==> src/design/bsa_pkg.sv <==
// ----------------------------------------------------------------------------
// bsa_pkg
// Shared constants and types of the bitmap slot allocator.
// ----------------------------------------------------------------------------
package bsa_pkg;

    localparam int SLOT_COUNT_DEF = 1024;
    localparam int MAP_WORD_W     = 64;
    localparam int BIT_IW         = 6;
    localparam int IDX_W          = 10;
    localparam int GRANT_W        = 10;
    localparam int USED_W         = 11;
    localparam int STATUS_W       = 2;

    localparam logic FUNC_ALLOC = 1'b0;
    localparam logic FUNC_FREE  = 1'b1;

    typedef enum logic [STATUS_W-1:0] {
        ST_OK       = 2'd0,
        ST_FULL     = 2'd1,
        ST_RANGE    = 2'd2,
        ST_NOT_USED = 2'd3
    } status_t;

    typedef enum logic {
        S_IDLE = 1'b0,
        S_BUSY = 1'b1
    } state_t;

endpackage

==> src/design/bitmap_slot_allocator.sv <==
// ----------------------------------------------------------------------------
// bitmap_slot_allocator
// First-free slot allocator over a used/free bitmap held in a word RAM.
// ----------------------------------------------------------------------------
//  channel | ports                                         | dir
//  s_      | s_valid s_ready s_func s_slot_index           | request beat in
//  m_      | m_valid m_ready m_status m_granted_slot       | result beat out
//          | m_now_full m_now_empty m_used_slots           |
//
//  Each request first reads the map word (a per-word full flag picks it
//  on an allocation, the slot index on a free), then updates it and
//  writes it back. A stalled result holds the block in its update cycle.
//  Reset clears per-word valid and full flags at once; no clearing pass.
// ----------------------------------------------------------------------------
module bitmap_slot_allocator #(
    parameter int SLOT_COUNT = bsa_pkg::SLOT_COUNT_DEF
) (
    input  logic                          aclk,
    input  logic                          aresetn,
    input  logic                          s_valid,
    output logic                          s_ready,
    input  logic                          s_func,
    input  logic [bsa_pkg::IDX_W-1:0]     s_slot_index,
    output logic                          m_valid,
    input  logic                          m_ready,
    output logic [bsa_pkg::STATUS_W-1:0]  m_status,
    output logic [bsa_pkg::GRANT_W-1:0]   m_granted_slot,
    output logic                          m_now_full,
    output logic                          m_now_empty,
    output logic [bsa_pkg::USED_W-1:0]    m_used_slots
);

    localparam int WB       = bsa_pkg::MAP_WORD_W;
    localparam int WORDS    = (SLOT_COUNT + WB - 1) / WB;
    localparam int WORD_IW  = (WORDS > 1) ? $clog2(WORDS) : 1;
    localparam int CNT_W    = $clog2(SLOT_COUNT + 1);
    localparam int LAST_REM = SLOT_COUNT % WB;
    localparam int SLOT_IW  = WORD_IW + bsa_pkg::BIT_IW;
    localparam logic [WB-1:0] TAIL_MASK =
        (LAST_REM == 0) ? {WB{1'b1}} : ((WB'(1) << LAST_REM) - WB'(1));

    bsa_pkg::state_t  state_reg, state_next;
    bsa_pkg::status_t status_res;

    logic                          func_reg;
    logic [bsa_pkg::IDX_W-1:0]     idx_reg;
    logic [WORD_IW-1:0]            addr_reg;
    logic                          any_free_reg;
    logic                          range_ok_reg;
    logic [WORDS-1:0]              valid_reg;
    logic [WORDS-1:0]              full_reg;
    logic [CNT_W-1:0]              used_reg, used_next;

    logic                          m_valid_reg;
    logic [bsa_pkg::STATUS_W-1:0]  status_reg;
    logic [bsa_pkg::GRANT_W-1:0]   granted_reg;
    logic                          now_full_reg;
    logic                          now_empty_reg;
    logic [bsa_pkg::USED_W-1:0]    used_out_reg;

    logic                          s_acc;
    logic                          rd_en;
    logic                          in_range;
    logic [31:0]                   idx_ext;
    logic [WORD_IW-1:0]            rd_addr;
    logic                          word_found;
    logic [WORD_IW-1:0]            word_idx;
    logic [WB-1:0]                 rd_data;
    logic [WB-1:0]                 cur_word;
    logic [WB-1:0]                 word_mask;
    logic [WB-1:0]                 free_bits;
    logic [WB-1:0]                 new_word;
    logic                          bit_found;
    logic [bsa_pkg::BIT_IW-1:0]    bit_idx;
    logic [bsa_pkg::BIT_IW-1:0]    rel_bit;
    logic                          wr_req;
    logic                          wr_en;
    logic                          finish;
    logic [SLOT_IW-1:0]            granted_wide;
    logic [SLOT_IW+bsa_pkg::GRANT_W-1:0] granted_ext;
    logic [CNT_W+bsa_pkg::USED_W-1:0]    used_ext;

    // request side
    assign s_acc    = s_valid && s_ready;
    assign idx_ext  = 32'(s_slot_index);
    assign in_range = idx_ext < 32'(SLOT_COUNT);

    bsa_lowest #(.N(WORDS)) u_word_find (
        .vec   (~full_reg),
        .found (word_found),
        .idx   (word_idx)
    );

    always_comb begin
        if (s_func == bsa_pkg::FUNC_ALLOC) begin
            rd_addr = word_idx;
        end else if (in_range) begin
            rd_addr = idx_ext[bsa_pkg::BIT_IW +: WORD_IW];
        end else begin
            rd_addr = '0;
        end
    end

    bsa_ram #(.WIDTH(WB), .DEPTH(WORDS)) u_map (
        .aclk    (aclk),
        .wr_en   (wr_en),
        .wr_addr (addr_reg),
        .wr_data (new_word),
        .rd_en   (rd_en),
        .rd_addr (rd_addr),
        .rd_data (rd_data)
    );

    // update side
    assign cur_word  = valid_reg[addr_reg] ? rd_data : '0;
    assign word_mask = (32'(addr_reg) == 32'(WORDS - 1)) ? TAIL_MASK : {WB{1'b1}};
    assign free_bits = ~cur_word & word_mask;
    assign rel_bit   = idx_reg[bsa_pkg::BIT_IW-1:0];

    bsa_lowest #(.N(WB)) u_bit_find (
        .vec   (free_bits),
        .found (bit_found),
        .idx   (bit_idx)
    );

    always_comb begin
        new_word     = cur_word;
        wr_req       = 1'b0;
        status_res   = bsa_pkg::ST_OK;
        granted_wide = '0;
        used_next    = used_reg;
        if (func_reg == bsa_pkg::FUNC_ALLOC) begin
            if (any_free_reg && bit_found) begin
                new_word     = cur_word | (WB'(1) << bit_idx);
                wr_req       = 1'b1;
                granted_wide = {addr_reg, bit_idx};
                used_next    = used_reg + CNT_W'(1);
            end else begin
                status_res = bsa_pkg::ST_FULL;
            end
        end else if (!range_ok_reg) begin
            status_res = bsa_pkg::ST_RANGE;
        end else if (!cur_word[rel_bit]) begin
            status_res = bsa_pkg::ST_NOT_USED;
        end else begin
            new_word = cur_word & ~(WB'(1) << rel_bit);
            wr_req   = 1'b1;
            if (used_reg != '0) begin
                used_next = used_reg - CNT_W'(1);
            end
        end
    end

    assign finish      = (state_reg == bsa_pkg::S_BUSY) && (!m_valid_reg || m_ready);
    assign wr_en       = finish && wr_req;
    assign granted_ext = {{bsa_pkg::GRANT_W{1'b0}}, granted_wide};
    assign used_ext    = {{bsa_pkg::USED_W{1'b0}}, used_next};

    // sequencer
    always_comb begin
        state_next = state_reg;
        unique case (state_reg)
            bsa_pkg::S_IDLE: begin
                if (s_acc) begin
                    state_next = bsa_pkg::S_BUSY;
                end
            end
            bsa_pkg::S_BUSY: begin
                if (finish) begin
                    state_next = bsa_pkg::S_IDLE;
                end
            end
            default: state_next = bsa_pkg::S_IDLE;
        endcase
    end

    always_comb begin
        s_ready = (state_reg == bsa_pkg::S_IDLE);
        rd_en   = s_valid && (state_reg == bsa_pkg::S_IDLE);
    end

    always_ff @(posedge aclk) begin
        if (!aresetn) begin
            state_reg   <= bsa_pkg::S_IDLE;
            valid_reg   <= '0;
            full_reg    <= '0;
            used_reg    <= '0;
            m_valid_reg <= 1'b0;
        end else begin
            state_reg <= state_next;
            if (wr_en) begin
                valid_reg[addr_reg] <= 1'b1;
                full_reg[addr_reg]  <= &(new_word | ~word_mask);
            end
            if (finish) begin
                used_reg    <= used_next;
                m_valid_reg <= 1'b1;
            end else if (m_ready) begin
                m_valid_reg <= 1'b0;
            end
        end
    end

    always_ff @(posedge aclk) begin
        if (s_acc) begin
            func_reg     <= s_func;
            idx_reg      <= s_slot_index;
            addr_reg     <= rd_addr;
            any_free_reg <= word_found;
            range_ok_reg <= in_range;
        end
        if (finish) begin
            status_reg    <= status_res;
            granted_reg   <= granted_ext[bsa_pkg::GRANT_W-1:0];
            now_full_reg  <= (32'(used_next) == 32'(SLOT_COUNT));
            now_empty_reg <= (used_next == '0);
            used_out_reg  <= used_ext[bsa_pkg::USED_W-1:0];
        end
    end

    assign m_valid        = m_valid_reg;
    assign m_status       = status_reg;
    assign m_granted_slot = granted_reg;
    assign m_now_full     = now_full_reg;
    assign m_now_empty    = now_empty_reg;
    assign m_used_slots   = used_out_reg;

endmodule

==> src/design/bsa_ram.sv <==
// ----------------------------------------------------------------------------
// bsa_ram
// Generic single write port, single read port RAM with registered read.
// ----------------------------------------------------------------------------
module bsa_ram #(
    parameter int WIDTH = 64,
    parameter int DEPTH = 16
) (
    input  logic                                  aclk,
    input  logic                                  wr_en,
    input  logic [((DEPTH > 1) ? $clog2(DEPTH) : 1)-1:0] wr_addr,
    input  logic [WIDTH-1:0]                      wr_data,
    input  logic                                  rd_en,
    input  logic [((DEPTH > 1) ? $clog2(DEPTH) : 1)-1:0] rd_addr,
    output logic [WIDTH-1:0]                      rd_data
);

    logic [WIDTH-1:0] mem [DEPTH];
    logic [WIDTH-1:0] rd_data_reg;

    always_ff @(posedge aclk) begin
        if (wr_en) begin
            mem[wr_addr] <= wr_data;
        end
        if (rd_en) begin
            rd_data_reg <= mem[rd_addr];
        end
    end

    assign rd_data = rd_data_reg;

endmodule

==> src/design/bsa_lowest.sv <==
// ----------------------------------------------------------------------------
// bsa_lowest
// Priority encoder: index of the lowest set bit of a vector.
// ----------------------------------------------------------------------------
module bsa_lowest #(
    parameter int N = 64
) (
    input  logic [N-1:0]                       vec,
    output logic                               found,
    output logic [((N > 1) ? $clog2(N) : 1)-1:0] idx
);

    localparam int IW = (N > 1) ? $clog2(N) : 1;

    always_comb begin
        found = |vec;
        idx   = '0;
        for (int i = N - 1; i >= 0; i--) begin
            if (vec[i]) begin
                idx = IW'(i);
            end
        end
    end

endmodule

==> config.mk <==
export PLATFORM = sky130hd
export DESIGN_NAME = bitmap_slot_allocator
export DESIGN_NICKNAME = d
export VERILOG_FILES = /design/src/design/bsa_pkg.sv /design/src/design/bitmap_slot_allocator.sv /design/src/design/bsa_ram.sv /design/src/design/bsa_lowest.sv
export SDC_FILE = /design/constraint.sdc
export NUM_CORES = 2
export LEC_CHECK = 0
export ABC_CLOCK_PERIOD_IN_PS = 11600
export BUFFER_PORTS_ARGS = -buffer_cell sky130_fd_sc_hd__buf_2
export CORE_MARGIN = 5
export CORE_UTILIZATION = 55
export CTS_CLUSTER_DIAMETER = 30
export DETAILED_ROUTE_END_ITERATION = 8
export PLACE_DENSITY = 0.71
export RECOVER_POWER = 50
export SETUP_SLACK_MARGIN = 0.4
export SLEW_MARGIN = 20
export SYNTH_ARGS = -nofsm -noshare
export SYNTH_HDL_FRONTEND = slang
export SYNTH_SLANG_ARGS = --single-unit
==> constraint.sdc <==
create_clock -name aclk -period 11.6 [get_ports aclk]
set_clock_uncertainty 0.1 [all_clocks]
set_input_delay 0.58 -clock aclk [delete_from_list [all_inputs] [get_ports aclk]]
set_output_delay 0.58 -clock aclk [all_outputs]
set_load 0.02 [all_outputs]
==> impl_metrics.json <==
{
  "violations": "capacitance limit, slew limit",
  "grt_start_max_net_pins": 161,
  "gp_congestion": 1.03,
  "max_cap_viol_count": 13,
  "ys_seq_area_frac": 0.699,
  "seqCellArea_mm2": 0.0347,
  "htree_levels": 4,
  "syn_area_per_cell_um2": 13.4,
  "critPathLaunchType": "flop",
  "p_int_mw": 8.75,
  "root_buffer": "clkbuf_16",
  "slowest_stage": "clkbuf_1",
  "switching_power_mw": 2.70,
  "grt_pass1_wl_um": 212000,
  "first_pass_iters": 6,
  "dp_hpwl_um": 82300,
  "start_util": 0.553,
  "finalCriticalPeriod_ns": 8.05,
  "wl_per_cell_um": 27.8,
  "io-pin-count": 42,
  "fmax_ghz": 0.124,
  "clkPwrFrac": 0.518,
  "clock_latency_ns": 0.79,
  "rsz0062_at_grt": "false",
  "hp-class": "input port to flop",
  "die_h_um": 310,
  "worst_slack_ns": 3.55,
  "path_cells": "mux2i_1 -> a221o_1 -> a2bb2o_1 -> clkbuf_1 -> and2_0 -> o211a_1 -> nand2_1 -> o21ai_0 -> o2111ai_1 -> nor4_4 -> nand4_1 -> o21ai_0",
  "synth_top_flop_cell": "edfxtp_1",
  "mostFrequentLayoutCells": "edfxtp_1, nand2_1, and3_1",
  "ant_nets": 0,
  "vias_per_cell": 6.48,
  "rows": 110,
  "synth_edf_count": 1125,
  "dieArea_mm2": 0.0963,
  "post-route-drc-count": 0,
  "cpPeakStageDelay_ns": 1.47,
  "worstHoldEndpoint": "func_reg",
  "clkTransAtPathRegs_ns": 0.05,
  "ys_types": 78,
  "synthCells": 3694,
  "tightest_slew_ns": 4.42,
  "leakage_nw": 20.0,
  "switching_share": 0.236,
  "syn2layout_area_growth_pct": 17.2,
  "crit_top_cell": "o21ai_0",
  "power.density_mw_per_mm2": 197,
  "wl_um": 143000,
  "multiInputGateArea_mm2": 0.0140,
  "path_class": "flop to flop",
  "tritoncts": "built",
  "cts_max_path_buffers": 3,
  "critPathMaxFanout": 43,
  "slew-limit-headroom": -1.95,
  "cts_buffers": 201,
  "finalCritPeriodShare": 0.694,
  "fin_nets": 3831,
  "cts_resized": 0,
  "ys_warn_count": 0,
  "vias": 33500,
  "grt_use_total": 0.295,
  "crit_required_ns": 12.20,
  "dpl_worst_slack_ns": 5.35,
  "mostFrequentLayoutCell": "edfxtp_1",
  "r2r-start": "addr_reg[0]",
  "min_path_cells": 1,
  "seqPwrFrac": 0.422,
  "peakVddDrop_mv": 0.137,
  "drv_slew": 477,
  "syn_area_mm2": 0.0496,
  "ys_ff_latch": 1170,
  "cp.arrival_ns": 8.65,
  "cts.sinks": 1170,
  "rr_worst_depth": 12,
  "combinationalPowerShare": 0.060,
  "nFillCells": 6425,
  "first_iter_violations": 4367,
  "grt.overflow.total": 0,
  "core_region_area_mm2": 0.0897,
  "antenna_found_initial": 3,
  "endpoint_kind": "flop",
  "hold_viol_final": 0,
  "num_antenna_cells": 0,
  "async_flop_share": 0,
  "grt_pass1_vias": 32600,
  "largest_reg_flops": 1024,
  "status": "finished with violations",
  "finalSetupViolCount": 0,
  "synth_nets": 3711,
  "r2r_slack_ns": 3.55,
  "r2r-end": "full_reg[3]",
  "port_buffers": 41,
  "tns_ns": 0,
  "die_x_um": 310,
  "min_from": "s_func",
  "layout-drive-gt1-share": 0.130
}
[area by class of cell]
| type | count | area share |
|---|---|---|
| clock buffer | 218 | 0.0876 |
| sequential | 1170 | 0.596 |
| multi-input combinational | 2251 | 0.241 |
| timing repair buffer | 148 | 0.0147 |
| clock inverter | 162 | 0.0322 |
| tap | 1176 | 0.0253 |
| inverter | 42 | 0.00286 |
[worst max path at each step]
stage,from,to,slack (ns)
finish,addr_reg[0],full_reg[3],3.55
global route,addr_reg[0],full_reg[10],3.29
CTS,addr_reg[0],full_reg[1],5.30
detailed placement,addr_reg[0],u_map.mem[1][35],5.35
global placement,addr_reg[0],full_reg[1],5.44
floorplan,idx_reg[1],u_map.mem[7][0],2.16
[cell families after synthesis]
| group | Yosys count | synth area share |
|---|---|---|
| and+or+nand+nor | 1343 | 0.128 |
| adders and majority gates | 2 | 0.000504 |
| DFF | 1170 | 0.699 |
| buffers and inverters | 273 | 0.0219 |
| xor gates and xnor gates | 10 | 0.00177 |
| AOI/OAI and AO/OA | 670 | 0.0992 |
| muxes | 226 | 0.0499 |
[repair_timing]
action                     in CTS  in global routing
setup endpoints to repair       0                  0
hold buffers                    8                  0
buffers inserted                0                  0
hold endpoints to repair        8                  0
[layer usage]
metal	track usage	share of wire	wire length, um
met1	0.421	0.41	58700
met2	0.459	0.47	66700
met3	0.0578	0.091	13100
met4	0.108	0.034	4840
met5	0.00495	0.00052	75
[metrics by stage]
stage | hold slack [ns] | total power [mW] | area (um^2) | std cells | utilization
final | 0.182 | 11.5 | 58100 | 5167 | 0.648
after global routing | 0.207 | 11.8 | 58100 | 5167 | 0.648
after CTS | 0.0400 | 11.5 | 58400 | 5167 | 0.651
after detailed placement | 0.352 | 5.58 | 51300 | 4779 | 0.572
after global placement | 0.346 | 5.57 | 51300 | 4778 | 0.572
after floorplan | 0.340 | 5.30 | 49600 | 3694 | -
[power by group through the flow]
| stage | Clock, mW | Sequential (mW) | Combinational (mW) |
|---|---|---|---|
| floorplan | 0 | 4.87 | 0.432 |
| global placement | 0 | 4.90 | 0.670 |
| detailed placement | 0 | 4.90 | 0.675 |
| CTS | 6.00 | 4.82 | 0.684 |
| global route | 6.22 | 4.83 | 0.726 |
| finish | 5.94 | 4.84 | 0.683 |
[critical path: cells and delay by family, from the launching register on]
kind	cells	cell delay, ns
flops	1	0.71
compound gates	6	3.28
mux	1	0.16
simple gates	4	2.24
buf+inv	1	1.47
[synthesized netlist by cell type (all sizes together), types with 44 or more instances]
master  instances  area [um^2]
dfxtp          45          901
nor2           70          263
and2           86          538
o211ai         57          433
nand4          53          332
nand2         751         2820
mux2i         146         1460
edfxtp       1125        33800
a221o          66          661
o32ai          65          569
o21ai          91          455
buf            44          228
mux2           70          788
clkbuf        187          702
nand3          50          250
and3          203         1270
a211oi         76          576
a31oi         141          888
No activity file was read; power rests on OpenSTA's default activity.
